**src/hdl/stsq_pkg.sv**
```systemverilog
`default_nettype none

package stsq_pkg;

  // queue geometry and limits
  localparam int DEPTH_DEF   = 16;
  localparam int MAX_RESULTS = 16;

  // payload types
  typedef logic [31:0] tick_t;
  typedef logic [7:0]  tid_t;

  // operation codes of an input item
  localparam logic OP_TICK  = 1'b0;
  localparam logic OP_SLEEP = 1'b1;

  // result kinds
  typedef enum logic [2:0] {
    KIND_QUEUED  = 3'd0,
    KIND_IGNORED = 3'd1,
    KIND_FULL    = 3'd2,
    KIND_WOKEN   = 3'd3,
    KIND_QUIET   = 3'd4
  } kind_t;

  // control sequencer states
  typedef enum logic {
    ST_IDLE,
    ST_POP
  } state_t;

  // per-cycle command broadcast to every cell
  typedef struct packed {
    logic ins;
    logic pop;
  } cell_ctrl_t;

endpackage

`default_nettype wire

```
**src/hdl/stsq_if.sv**
```systemverilog
`default_nettype none

interface stsq_in_if;
  import stsq_pkg::*;

  logic  valid;
  logic  ready;
  logic  operation;
  tid_t  thread_id;
  tick_t duration;

  modport source (output valid, operation, thread_id, duration, input ready);
  modport sink   (input valid, operation, thread_id, duration, output ready);
endinterface

interface stsq_out_if;
  import stsq_pkg::*;

  logic       valid;
  logic       ready;
  logic [2:0] kind;
  tid_t       woken_id;
  tick_t      tick_now;
  logic       last;

  modport source (output valid, kind, woken_id, tick_now, last, input ready);
  modport sink   (input valid, kind, woken_id, tick_now, last, output ready);
endinterface

`default_nettype wire

```
**src/hdl/sorted_timeout_sleep_queue.sv**
```systemverilog
// channel   dir  handshake            payload
// in_chan   in   valid/ready          operation, thread_id, duration
// out_chan  out  valid/ready          kind, woken_id, tick_now, last
//
// a sleep item with a nonzero duration is inserted into the cell row, unless
// the row is full, in the cycle it is accepted; its single result sits in
// the output register on the next cycle. a tick item advances the counter
// when accepted, then the sequencer gives one result per woken thread, at
// most MAX_RESULTS, or one quiet result; the cell row's head compare decides.
// reset (rst_n, synchronous) clears the counter, occupancy and output valid.
// a stalled output register holds the sequencer; input ready drops meanwhile.
`default_nettype none

module sorted_timeout_sleep_queue #(
  parameter int QUEUE_DEPTH = stsq_pkg::DEPTH_DEF
) (
  input wire           clk,
  input wire           rst_n,
  stsq_in_if.sink      in_chan,
  stsq_out_if.source   out_chan
);
  import stsq_pkg::*;

  localparam int OCC_W = $clog2(QUEUE_DEPTH + 1);
  localparam int CNT_W = $clog2(MAX_RESULTS + 1);

  state_t           state_r, state_nxt;
  tick_t            tick_r, tick_nxt;
  logic [OCC_W-1:0] occ_r, occ_nxt;
  logic [CNT_W-1:0] cnt_r, cnt_nxt;
  logic             out_valid_r, out_valid_nxt;
  kind_t            out_kind_r, out_kind_nxt;
  tid_t             out_id_r, out_id_nxt;
  tick_t            out_tick_r, out_tick_nxt;
  logic             out_last_r, out_last_nxt;

  tick_t      cell_dl [QUEUE_DEPTH];
  tid_t       cell_id [QUEUE_DEPTH];
  logic       cell_le [QUEUE_DEPTH];
  cell_ctrl_t ctrl;
  tick_t      ins_dl;

  logic accept, is_sleep, dur_zero, full, do_ins, out_free;
  logic head_due, next_due, do_pop, quiet;

  // input decode
  assign accept   = in_chan.valid && in_chan.ready;
  assign is_sleep = in_chan.operation == OP_SLEEP;
  assign dur_zero = in_chan.duration == '0;
  assign full     = occ_r == OCC_W'(QUEUE_DEPTH);
  assign ins_dl   = tick_r + in_chan.duration;
  assign do_ins   = accept && is_sleep && !dur_zero && !full;
  assign out_free = !out_valid_r || out_chan.ready;

  // head checks against the current tick
  assign head_due = (occ_r != '0) && (cell_dl[0] <= tick_r);
  assign next_due = (occ_r > OCC_W'(1)) && (cell_dl[1] <= tick_r) &&
                    (CNT_W'(cnt_r + 1'b1) < CNT_W'(MAX_RESULTS));
  assign do_pop   = (state_r == ST_POP) && out_free && head_due;
  assign quiet    = (state_r == ST_POP) && out_free && !head_due;

  assign ctrl.ins = do_ins;
  assign ctrl.pop = do_pop;

  // row of cells, head at index zero
  for (genvar i = 0; i < QUEUE_DEPTH; i++) begin : g_cell
    logic  prev_le;
    tick_t prev_dl, next_dl;
    tid_t  prev_id, next_id;

    if (i == 0) begin : g_head
      assign prev_le = 1'b1;
      assign prev_dl = '0;
      assign prev_id = '0;
    end else begin : g_mid
      assign prev_le = cell_le[i-1];
      assign prev_dl = cell_dl[i-1];
      assign prev_id = cell_id[i-1];
    end

    if (i == QUEUE_DEPTH - 1) begin : g_tail
      assign next_dl = '0;
      assign next_id = '0;
    end else begin : g_body
      assign next_dl = cell_dl[i+1];
      assign next_id = cell_id[i+1];
    end

    stsq_cell u_cell (
      .clk     (clk),
      .ctrl    (ctrl),
      .ins_dl  (ins_dl),
      .ins_id  (in_chan.thread_id),
      .valid   (OCC_W'(i) < occ_r),
      .prev_le (prev_le),
      .prev_dl (prev_dl),
      .prev_id (prev_id),
      .next_dl (next_dl),
      .next_id (next_id),
      .dl      (cell_dl[i]),
      .id      (cell_id[i]),
      .le      (cell_le[i])
    );
  end

  // next state
  always_comb begin
    state_nxt = state_r;
    case (state_r)
      ST_IDLE: begin
        if (accept && !is_sleep) state_nxt = ST_POP;
      end
      ST_POP: begin
        if (out_free && (!head_due || !next_due)) state_nxt = ST_IDLE;
      end
      default: state_nxt = ST_IDLE;
    endcase
  end

  // datapath and output register
  always_comb begin
    in_chan.ready = (state_r == ST_IDLE) && out_free;
    tick_nxt      = tick_r;
    occ_nxt       = occ_r;
    cnt_nxt       = cnt_r;
    out_valid_nxt = out_chan.ready ? 1'b0 : out_valid_r;
    out_kind_nxt  = out_kind_r;
    out_id_nxt    = out_id_r;
    out_tick_nxt  = out_tick_r;
    out_last_nxt  = out_last_r;

    if (accept) begin
      cnt_nxt = '0;
      if (is_sleep) begin
        out_valid_nxt = 1'b1;
        out_id_nxt    = '0;
        out_tick_nxt  = tick_r;
        out_last_nxt  = 1'b1;
        if (dur_zero)  out_kind_nxt = KIND_IGNORED;
        else if (full) out_kind_nxt = KIND_FULL;
        else           out_kind_nxt = KIND_QUEUED;
      end else begin
        tick_nxt = tick_r + 1'b1;
      end
    end

    if (do_ins) occ_nxt = occ_r + 1'b1;

    if (do_pop) begin
      occ_nxt       = occ_r - 1'b1;
      cnt_nxt       = cnt_r + 1'b1;
      out_valid_nxt = 1'b1;
      out_kind_nxt  = KIND_WOKEN;
      out_id_nxt    = cell_id[0];
      out_tick_nxt  = tick_r;
      out_last_nxt  = !next_due;
    end else if (quiet) begin
      out_valid_nxt = 1'b1;
      out_kind_nxt  = KIND_QUIET;
      out_id_nxt    = '0;
      out_tick_nxt  = tick_r;
      out_last_nxt  = 1'b1;
    end
  end

  // control registers
  always_ff @(posedge clk) begin
    if (!rst_n) begin
      state_r     <= ST_IDLE;
      tick_r      <= '0;
      occ_r       <= '0;
      cnt_r       <= '0;
      out_valid_r <= 1'b0;
    end else begin
      state_r     <= state_nxt;
      tick_r      <= tick_nxt;
      occ_r       <= occ_nxt;
      cnt_r       <= cnt_nxt;
      out_valid_r <= out_valid_nxt;
    end
  end

  // result payload
  always_ff @(posedge clk) begin
    out_kind_r <= out_kind_nxt;
    out_id_r   <= out_id_nxt;
    out_tick_r <= out_tick_nxt;
    out_last_r <= out_last_nxt;
  end

  assign out_chan.valid    = out_valid_r;
  assign out_chan.kind     = out_kind_r;
  assign out_chan.woken_id = out_id_r;
  assign out_chan.tick_now = out_tick_r;
  assign out_chan.last     = out_last_r;

`ifndef SYNTHESIS
  // occupancy stays within the cell row
  a_occ_bound: assert property (@(posedge clk) disable iff (!rst_n)
    occ_r <= OCC_W'(QUEUE_DEPTH))
    else $error("occupancy beyond queue depth");

  // the two head entries stay in deadline order
  a_head_sorted: assert property (@(posedge clk) disable iff (!rst_n)
    (occ_r > OCC_W'(1)) |-> (cell_dl[0] <= cell_dl[1]))
    else $error("queue head out of order");

  // wakeups per tick never pass the limit
  a_cnt_bound: assert property (@(posedge clk) disable iff (!rst_n)
    cnt_r <= CNT_W'(MAX_RESULTS))
    else $error("too many wakeups in one tick");

  // a pop removes exactly one entry
  a_pop_occ: assert property (@(posedge clk) disable iff (!rst_n)
    do_pop |=> (occ_r == $past(occ_r) - 1'b1))
    else $error("pop did not shrink the queue");
`endif

endmodule

`default_nettype wire

```
**src/hdl/stsq_cell.sv**
```systemverilog
`default_nettype none

module stsq_cell (
  input  wire                    clk,
  input  stsq_pkg::cell_ctrl_t   ctrl,
  input  stsq_pkg::tick_t        ins_dl,
  input  stsq_pkg::tid_t         ins_id,
  input  wire                    valid,
  input  wire                    prev_le,
  input  stsq_pkg::tick_t        prev_dl,
  input  stsq_pkg::tid_t         prev_id,
  input  stsq_pkg::tick_t        next_dl,
  input  stsq_pkg::tid_t         next_id,
  output stsq_pkg::tick_t        dl,
  output stsq_pkg::tid_t         id,
  output logic                   le
);
  import stsq_pkg::*;

  tick_t dl_r, dl_nxt;
  tid_t  id_r, id_nxt;

  // this entry stays ahead of the new deadline (ties keep arrival order)
  assign le = valid && (dl_r <= ins_dl);

  // insert: keep, take the new entry, or shift in from the left
  // pop: shift in from the right
  always_comb begin
    dl_nxt = dl_r;
    id_nxt = id_r;
    if (ctrl.ins) begin
      if (!le && prev_le) begin
        dl_nxt = ins_dl;
        id_nxt = ins_id;
      end else if (!le) begin
        dl_nxt = prev_dl;
        id_nxt = prev_id;
      end
    end else if (ctrl.pop) begin
      dl_nxt = next_dl;
      id_nxt = next_id;
    end
  end

  always_ff @(posedge clk) begin
    dl_r <= dl_nxt;
    id_r <= id_nxt;
  end

  assign dl = dl_r;
  assign id = id_r;

endmodule

`default_nettype wire

```
**src/flat_wrapper.sv**
```systemverilog
// flat-port wrapper written by rule: the top's interface ports become plain ports
module sorted_timeout_sleep_queue_flat import stsq_pkg::*;
#(
  parameter int QUEUE_DEPTH = stsq_pkg::DEPTH_DEF
)
  (clk, rst_n, in_chan_valid, in_chan_operation, in_chan_thread_id, in_chan_duration, in_chan_ready, out_chan_valid, out_chan_kind, out_chan_woken_id, out_chan_tick_now, out_chan_last, out_chan_ready);
  stsq_in_if in_chan_i ();
  stsq_out_if out_chan_i ();
  input wire clk;
  input wire rst_n;
  input wire logic [$bits(in_chan_i.valid)-1:0] in_chan_valid;
  input wire logic [$bits(in_chan_i.operation)-1:0] in_chan_operation;
  input wire logic [$bits(in_chan_i.thread_id)-1:0] in_chan_thread_id;
  input wire logic [$bits(in_chan_i.duration)-1:0] in_chan_duration;
  output wire logic [$bits(in_chan_i.ready)-1:0] in_chan_ready;
  output wire logic [$bits(out_chan_i.valid)-1:0] out_chan_valid;
  output wire logic [$bits(out_chan_i.kind)-1:0] out_chan_kind;
  output wire logic [$bits(out_chan_i.woken_id)-1:0] out_chan_woken_id;
  output wire logic [$bits(out_chan_i.tick_now)-1:0] out_chan_tick_now;
  output wire logic [$bits(out_chan_i.last)-1:0] out_chan_last;
  input wire logic [$bits(out_chan_i.ready)-1:0] out_chan_ready;
  assign in_chan_i.valid = in_chan_valid;
  assign in_chan_i.operation = in_chan_operation;
  assign in_chan_i.thread_id = in_chan_thread_id;
  assign in_chan_i.duration = in_chan_duration;
  assign in_chan_ready = in_chan_i.ready;
  assign out_chan_valid = out_chan_i.valid;
  assign out_chan_kind = out_chan_i.kind;
  assign out_chan_woken_id = out_chan_i.woken_id;
  assign out_chan_tick_now = out_chan_i.tick_now;
  assign out_chan_last = out_chan_i.last;
  assign out_chan_i.ready = out_chan_ready;
  sorted_timeout_sleep_queue #(.QUEUE_DEPTH(QUEUE_DEPTH)) u_core (.clk(clk), .rst_n(rst_n), .in_chan(in_chan_i), .out_chan(out_chan_i));
endmodule
```
**config.mk**
```make
export PLATFORM = sky130hd
export DESIGN_NAME = sorted_timeout_sleep_queue_flat
export DESIGN_NICKNAME = d
export VERILOG_FILES = /design/src/hdl/stsq_pkg.sv /design/src/hdl/stsq_if.sv /design/src/hdl/sorted_timeout_sleep_queue.sv /design/src/hdl/stsq_cell.sv /design/src/flat_wrapper.sv
export SDC_FILE = /design/constraint.sdc
export NUM_CORES = 2
export LEC_CHECK = 0
export BUFFER_PORTS_ARGS = -buffer_cell sky130_fd_sc_hd__buf_2
export CELL_PAD_IN_SITES_DETAIL_PLACEMENT = 1
export CELL_PAD_IN_SITES_GLOBAL_PLACEMENT = 1
export CORE_MARGIN = 3
export CORE_UTILIZATION = 53
export CTS_BUF_LIST = sky130_fd_sc_hd__clkbuf_4 sky130_fd_sc_hd__clkbuf_8
export DETAILED_ROUTE_END_ITERATION = 16
export GPL_ROUTABILITY_DRIVEN = 0
export PLACE_DENSITY_LB_ADDON = 0.15
export SLEW_MARGIN = 25
export SYNTH_ARGS = -nofsm -noshare
export SYNTH_HDL_FRONTEND = slang
export SYNTH_SLANG_ARGS = --single-unit
```
**constraint.sdc**
```tcl
create_clock -name clk -period 10.8 [get_ports clk]
set_input_delay 1.08 -clock clk [delete_from_list [all_inputs] [get_ports clk]]
set_output_delay 1.08 -clock clk [all_outputs]
set_load 0.1 [all_outputs]
```
; Word-level counts from Yosys, hierarchy flattened
; Cells that the tools add are included.
[classes]
addsub = 5
n_lt_le_gt_ge = 36
n_eq_ne = 17
n_mux = 155
bitwise = 2
n_reduce_logical = 94
[ops]
columns = op, n
row1 = $mux W32, 67
row2 = $le A32 B32 Y1, 18
row3 = $mux W8, 67
row4 = $ne A3 B3 Y1 const B, 15
row5 = $logic_and A1 B1 Y1, 44
row6 = $lt A4 B5 Y1 const A, 8
row7 = $reduce_and A2 Y1, 19
row8 = $add A32 B1 Y32 const B, 1
row9 = $add A32 B32 Y32, 1
row10 = $logic_not A32 Y1, 1
row11 = $logic_not A1 Y1, 21
row12 = $lt A3 B5 Y1 const A, 4
row13 = $mux W5, 4
row14 = $mux W3, 4
row15 = $mux W1, 11
row16 = $add A5 B1 Y5 const B, 2
row17 = $lt A1 B5 Y1 const A, 2
row18 = $lt A2 B5 Y1 const A, 2
row19 = $reduce_bool A2 Y1, 4
row20 = $reduce_bool A3 Y1, 2
row21 = $eq A5 B5 Y1 const B, 1
row22 = $gt A5 B1 Y1 const B, 1
row23 = $lt A5 B5 Y1 const B, 1
row24 = $reduce_bool A5 Y1, 1
row25 = 6 further kinds, 8
[word_totals]
reg_bits = 728
elab_cells = 350

; Logic depth before layout (Yosys ltp)
[depth]
word_depth = 9
mapped_depth = 24

; Modules after synthesis
; Synthesis repeated with hierarchy kept, for this count alone.
[unflattened]
cells_unflattened = 6370
hier_area_um2 = 62215.9
[modules_own_cells]
columns = module, instances, cells_each, area_per_inst_um2, seq_area_each_um2
row1 = stsq_cell, 16, 351, 3464.6, 1201.2
row2 = sorted_timeout_sleep_queue, 1, 754, 6782.8, 2172.1

; Worst setup path before layout
; No wires, ideal clock.
[synth_path]
path_kind = input-to-reg
from = in in_chan_duration[0]
to = reg u_core.g_cell[9].u_cell.dl_r[0], enable pin
arrival_time_ns = 8.088
required_time_ns = 10.302
path_slack_ns = 2.215
path_stages = 20
path_buffers = 0
cell_sequence = ha_1 -> fa_1 -> a211oi_1 -> o21ai_1 -> nand4_1 -> a31oi_1 -> or2_2 -> a21oi_1 -> nor2b_1 -> xnor2_1 -> inv_1 -> ha_1 -> and3_1 -> nand3_1 -> nor3b_1 -> nand4_1 -> a22oi_1 -> o211ai_1 -> o21ba_2 -> o31ai_1
[synth_via]
elab_chain_cells = 7
elab_cells_between_ends = 14
classes_between = 1 x add/sub / 2 x order compare / 1 x eq/ne / 10 x reduce/logical
[synth_rtl]
columns = item, line_no
row1 = from (decl), flat_wrapper.sv:14  ; input wire logic [$bits(in_chan_i.duration)-1:0] in_chan_duration;
row2 = $add A32 B32 Y32, sorted_timeout_sleep_queue.sv:51  ; assign ins_dl = tick_r + in_chan.duration;
row3 = $le A32 B32 Y1, stsq_cell.sv:24  ; assign le = valid && (dl_r <= ins_dl);
row4 = $logic_and A1 B1 Y1, stsq_cell.sv:24
row5 = $logic_not A1 Y1, -
row6 = $logic_and A1 B1 Y1, stsq_cell.sv:32  ; if (!le && prev_le) begin
row7 = $ne A3 B3 Y1 (no line), -
row8 = $reduce_and A2 Y1 (no line) (*), -
row9 = to (signal assigned), stsq_cell.sv:46  ; dl_r <= dl_nxt;
row10 = to (decl), stsq_cell.sv:20  ; tick_t dl_r, dl_nxt;
; Mark *: on every way between the ends. The rest lies on a longest branch, timed or not.
; A chain may end at the register's enable or synchronous reset.

; Final worst setup path
[layout_path]
from = reg u_core.tick_r[3]
to = reg u_core.g_cell[1].u_cell.id_r[0], data pin
[layout_via]
elab_chain_cells = 7
elab_cells_between_ends = 9
classes_between = 1 x add/sub / 2 x order compare / 2 x mux / 4 x reduce/logical
[layout_rtl]
columns = item, line_no
row1 = from (decl), sorted_timeout_sleep_queue.sv:28  ; tick_t tick_r, tick_nxt;
row2 = from (signal assigned), sorted_timeout_sleep_queue.sv:176  ; tick_r <= tick_nxt;
row3 = $add A32 B32 Y32 (*), sorted_timeout_sleep_queue.sv:51
row4 = $le A32 B32 Y1, stsq_cell.sv:24
row5 = $logic_and A1 B1 Y1, stsq_cell.sv:24
row6 = $logic_not A1 Y1, -
row7 = $logic_and A1 B1 Y1 (*), stsq_cell.sv:32
row8 = $mux W8 (*), stsq_cell.sv:32
row9 = $mux W8 (*), stsq_cell.sv:31  ; if (ctrl.ins) begin
row10 = via u_core.g_cell[1].u_cell.id_nxt[0], stsq_cell.sv:21  ; tid_t id_r, id_nxt;
row11 = to (signal assigned), stsq_cell.sv:47  ; id_r <= id_nxt;
row12 = to (decl), stsq_cell.sv:21
; Mark *: on every way through the listed nets, which the timed path passes. The rest lies on a longest branch.

==> metrics.md <==
| Metric | Value |
|---|---|
| DP Wirelength | 120 mm |
| Die Y | 313 µm |
| Post-Syn Instances | 4932 |
| Synth cell count leaders | nand2_1 (714), edfxtp_1 (681), ha_1 (596) |
| Tot Pwr | 7.50 mW |
| # fillers | 10300 |
| Die Width | 313 µm |
| Clk root buf | clkbuf_8 |
| Int Pwr | 5.21 mW |
| Final Cycle Share | 0.741 |
| Highest Clock Rate | 125 MHz |
| Outcome | finished, final reports clean |
| Multiplexer share of the synthesized area | 0.0775 |
| # IOs | 91 |
| Fin cells | 6325 |
| Core footprint | 93500 µm² |
| RSZ-0062 raised after global routing | no |
| Number of synthesized flops with an enable pin | 681 |
| Synth Area in Adders | 0.150 |
| Iter 0 DRT Violations | 3773 |
| ANT nets after route | 0 |
| Antenna violations before repair | 4 |
| Synth warnings | 0 |
| Seq pwr share | 0.461 |
| Required time of the critical path | 11.34 ns |
| Pleak | 22.7 nW |
| Netlist Area Pre-Place | 50000 µm² |
| Final min period | 8.00 ns |
| Vias in the first global route | 43400 |
| Final core occ | 0.583 |
| Largest stage delay, worst path | 0.82 ns |
| Clock sink count | 728 |
| Comb pwr share | 0.175 |
| Crit path max-delay cell type | nor4_1 |
| Distinct cells, synth | 89 |
| Gr ovfl total | 0 |
| Cell count after placement | 6087 |
| Post-route DRC | 0 |
| Via count | 41400 |
| H-tree level count | 4 |
| Syn nets | 5574 |
| XOR/XNOR share of the synthesized area | 0.0150 |
| Clk buf depth | 3 |
| Finished Cell Area | 54500 µm² |
| Synth Register Bits | 728 |
| Max cap viols | 0 |
| Final clock skew | 0.0406 ns |
| Latest clock arrival within the worst-skew pair | 0.85 ns |
| # setup viols final | 0 |
| Prevailing post-synth register cell | edfxtp_1 |
| Hold_buf cts | 0 |
| Detailed Route WL | 163 mm |
| Final hold violation count | 0 |
| CTS tree | done |
| Most common cell in the netlist | nand2_1 |
| Startpoint Class | flop |
| Fin nets | 5617 |
| Post-CTS Setup Inserts | 0 |
| Count of final max-slew check failures | 0 |
| Site Rows | 112 |
| Placed cell area | 51800 µm² |
| Worst EP arrival | 8.54 ns |
| Compound-Gate Fraction of Synth Area | 0.157 |
| Relative slew slack | 0.246 |
| Crit-path leading delay family | compound AO/OA/AOI/OAI gates |
| Power Density | 138 nW/µm² |
| Post-place setup slack | 2.37 ns |
| Area leader, netlist | edfxtp_1 |
| First-pass iteration count of the detailed router | 5 |
| Ys async rst share | 0 |
| Main combinational cell family by area after synthesis | compound AO/OA/AOI/OAI gates |
| Sequential cell area | 21400 µm² |
| Port Buffers | 90 |
| WP buf/inv | 3 |
| Clock power frac | 0.364 |
| Part of the Yosys area used for sequential elements | 0.428 |
| Net switching fraction of the power | 0.305 |
| Setup TNS | 0 ns |
| DR WL/cell | 25.8 µm |
| WHS | 0.477 ns |
| Synth Area in Simple Gates | 0.139 |
| Critical-path maximum fanout | 23 |
| Worst setup EP type | flop |
| Total net switching power | 2.28 mW |
| Share of cells above drive strength 1 | 0.0920 |
| Slew @ Worst Pin | 1.12 ns |
| Crit path cell chain | ha_1, o21ai_0, o21bai_1, a21oi_1, o21ai_0, a21o_1, a21oi_1, xnor2_1, inv_1, buf_4, ha_1, nand4_1, nor4_1, o21ai_0, a31oi_1, a21oi_1, o221ai_1, o21ai_1, nor2b_4, buf_4, mux2i_1, o21ai_1 |
| Pin count of the biggest net entering global routing | 241 |
| Worst setup margin | 2.80 ns |
| CTS clk-pin slew, worst paths | 0.06 ns |
| Total Die Area | 98100 µm² |
| Via density | 6.54 |
| Syn-to-layout area delta | 8.90% |
| Critical path type | reg -> reg |
| Gr usage total | 0.328 |
| Post-synth top area share | 0.409 |
| First-pass GRT wire length | 253 mm |
| Ranking of synthesized cells by area | edfxtp_1 (41%), ha_1 (15%), mux2i_1 (7.7%) |
| Syn Area/Cell | 10.1 µm² |
| Cts bufs inserted | 138 |
| Worst Hold Class | reg -> reg |
| Multi-input gate area | 27200 µm² |
| Maximum vdd drop | 0.122 mV |
| Initial Util | 0.535 |
| Post_cts resized | 0 |
## state kept, by name, indices dropped and copies added, names as in the netlist
name and count:
u_core.g_cell.u_cell.dl 512, u_core.out_chan.valid 1, u_core.state_r 1, u_core.cnt_r 5
u_core.out_chan.kind 3, u_core.out_chan.tick_now 32, u_core.tick_r 32, u_core.out_chan.last 1
u_core.out_chan.woken_id 8, u_core.occ_r 5, u_core.g_cell.u_cell.id 128
## worst register-to-register path, stage by stage (launching register included)
cell and delay, ns:
dfxtp_1 0.41, ha_1 0.42, o21ai_0 0.14, o21bai_1 0.20, a21oi_1 0.11, o21ai_0 0.62
a21o_1 0.21, a21oi_1 0.07, xnor2_1 0.63, inv_1 0.49, buf_4 0.31, ha_1 0.30
nand4_1 0.16, nor4_1 0.82, o21ai_0 0.28, a31oi_1 0.31, a21oi_1 0.12, o221ai_1 0.21
o21ai_1 0.25, nor2b_4 0.79, buf_4 0.49, mux2i_1 0.29, o21ai_1 0.08
## per-layer routing
metal | GRT usage | vias up | wire length [µm]
li1 | - | 18800 | -
met5 | 0 | - | 16
met3 | 0.0408 | 367 | 8140
met4 | 0.120 | 2 | 5510
met1 | 0.434 | 20900 | 70100
met2 | 0.553 | 1282 | 79700
## worst paths after layout
| kind | from | endpoint | slack [ns] | cells after the start |
|---|---|---|---|---|
| worst min register to register | u_core.tick_r[25]$_SDFFE_PN0P_ | u_core.out_chan.tick_now[25]$_DFFE_PP_ | 0.48 | 0 |
| worst max-delay path | u_core.tick_r[3]$_SDFFE_PN0P_ | u_core.g_cell[1].u_cell.id[0]$_DFFE_PP_ | 2.80 | 22 |
| worst min-delay path | u_core.tick_r[25]$_SDFFE_PN0P_ | u_core.out_chan.tick_now[25]$_DFFE_PP_ | 0.48 | 0 |
| worst max register to register | u_core.tick_r[3]$_SDFFE_PN0P_ | u_core.g_cell[1].u_cell.id[0]$_DFFE_PP_ | 2.80 | 22 |
## power by group through the flow
stage          registers, mW  logic, mW  clock network, mW
3_5_place_dp            3.51       1.28                  0
5_1_grt                 3.47       1.45               2.88
6_report                3.45       1.31               2.73
2_1_floorplan           3.52      0.817                  0
4_1_cts                 3.45       1.29               2.77
3_3_place_gp            3.51       1.20                  0
## layout make-up
cell class	count	area share
Inverter	112	0.00772
Timing Repair Buffer	193	0.0234
Sequential cell	728	0.393
Tap cell	1254	0.0288
Multi-Input combinational cell	3802	0.499
Antenna cell	4	0.000184
Clock inverter	36	0.00370
Clock buffer	196	0.0444
## cells by family after synthesis
logic type | Yosys count
buf+inv | 402
simple gates | 1489
mux | 387
xor+xnor | 70
flops | 728
fa+ha+maj | 598
compound gates | 1258
## layout by cell type (no fill, tap or decap), types with 31 or more instances in the layout
| cell type | netlist | final |
|---|---|---|
| o21a_1 | 35 | 35 |
| o211ai_1 | 165 | 165 |
| nand2_1 | 714 | 707 |
| o21ai_0 | 261 | 252 |
| clkbuf_8 | 0 | 151 |
| nand4_1 | 97 | 97 |
| a21oi_1 | 196 | 196 |
| nor3_1 | 46 | 44 |
| nand3_1 | 272 | 271 |
| nor2b_1 | 51 | 50 |
| clkbuf_4 | 0 | 45 |
| dfxtp_1 | 47 | 47 |
| xnor2_1 | 50 | 49 |
| o21ai_1 | 253 | 252 |
| inv_1 | 112 | 111 |
| buf_2 | 36 | 90 |
| nor2_1 | 121 | 121 |
| buf_4 | 23 | 96 |
| nor4_1 | 31 | 31 |
| ha_1 | 596 | 596 |
| mux2i_1 | 386 | 386 |
| a21o_1 | 137 | 137 |
| and2_1 | 43 | 43 |
| edfxtp_1 | 681 | 681 |
(Power assumes the default switching activity.)
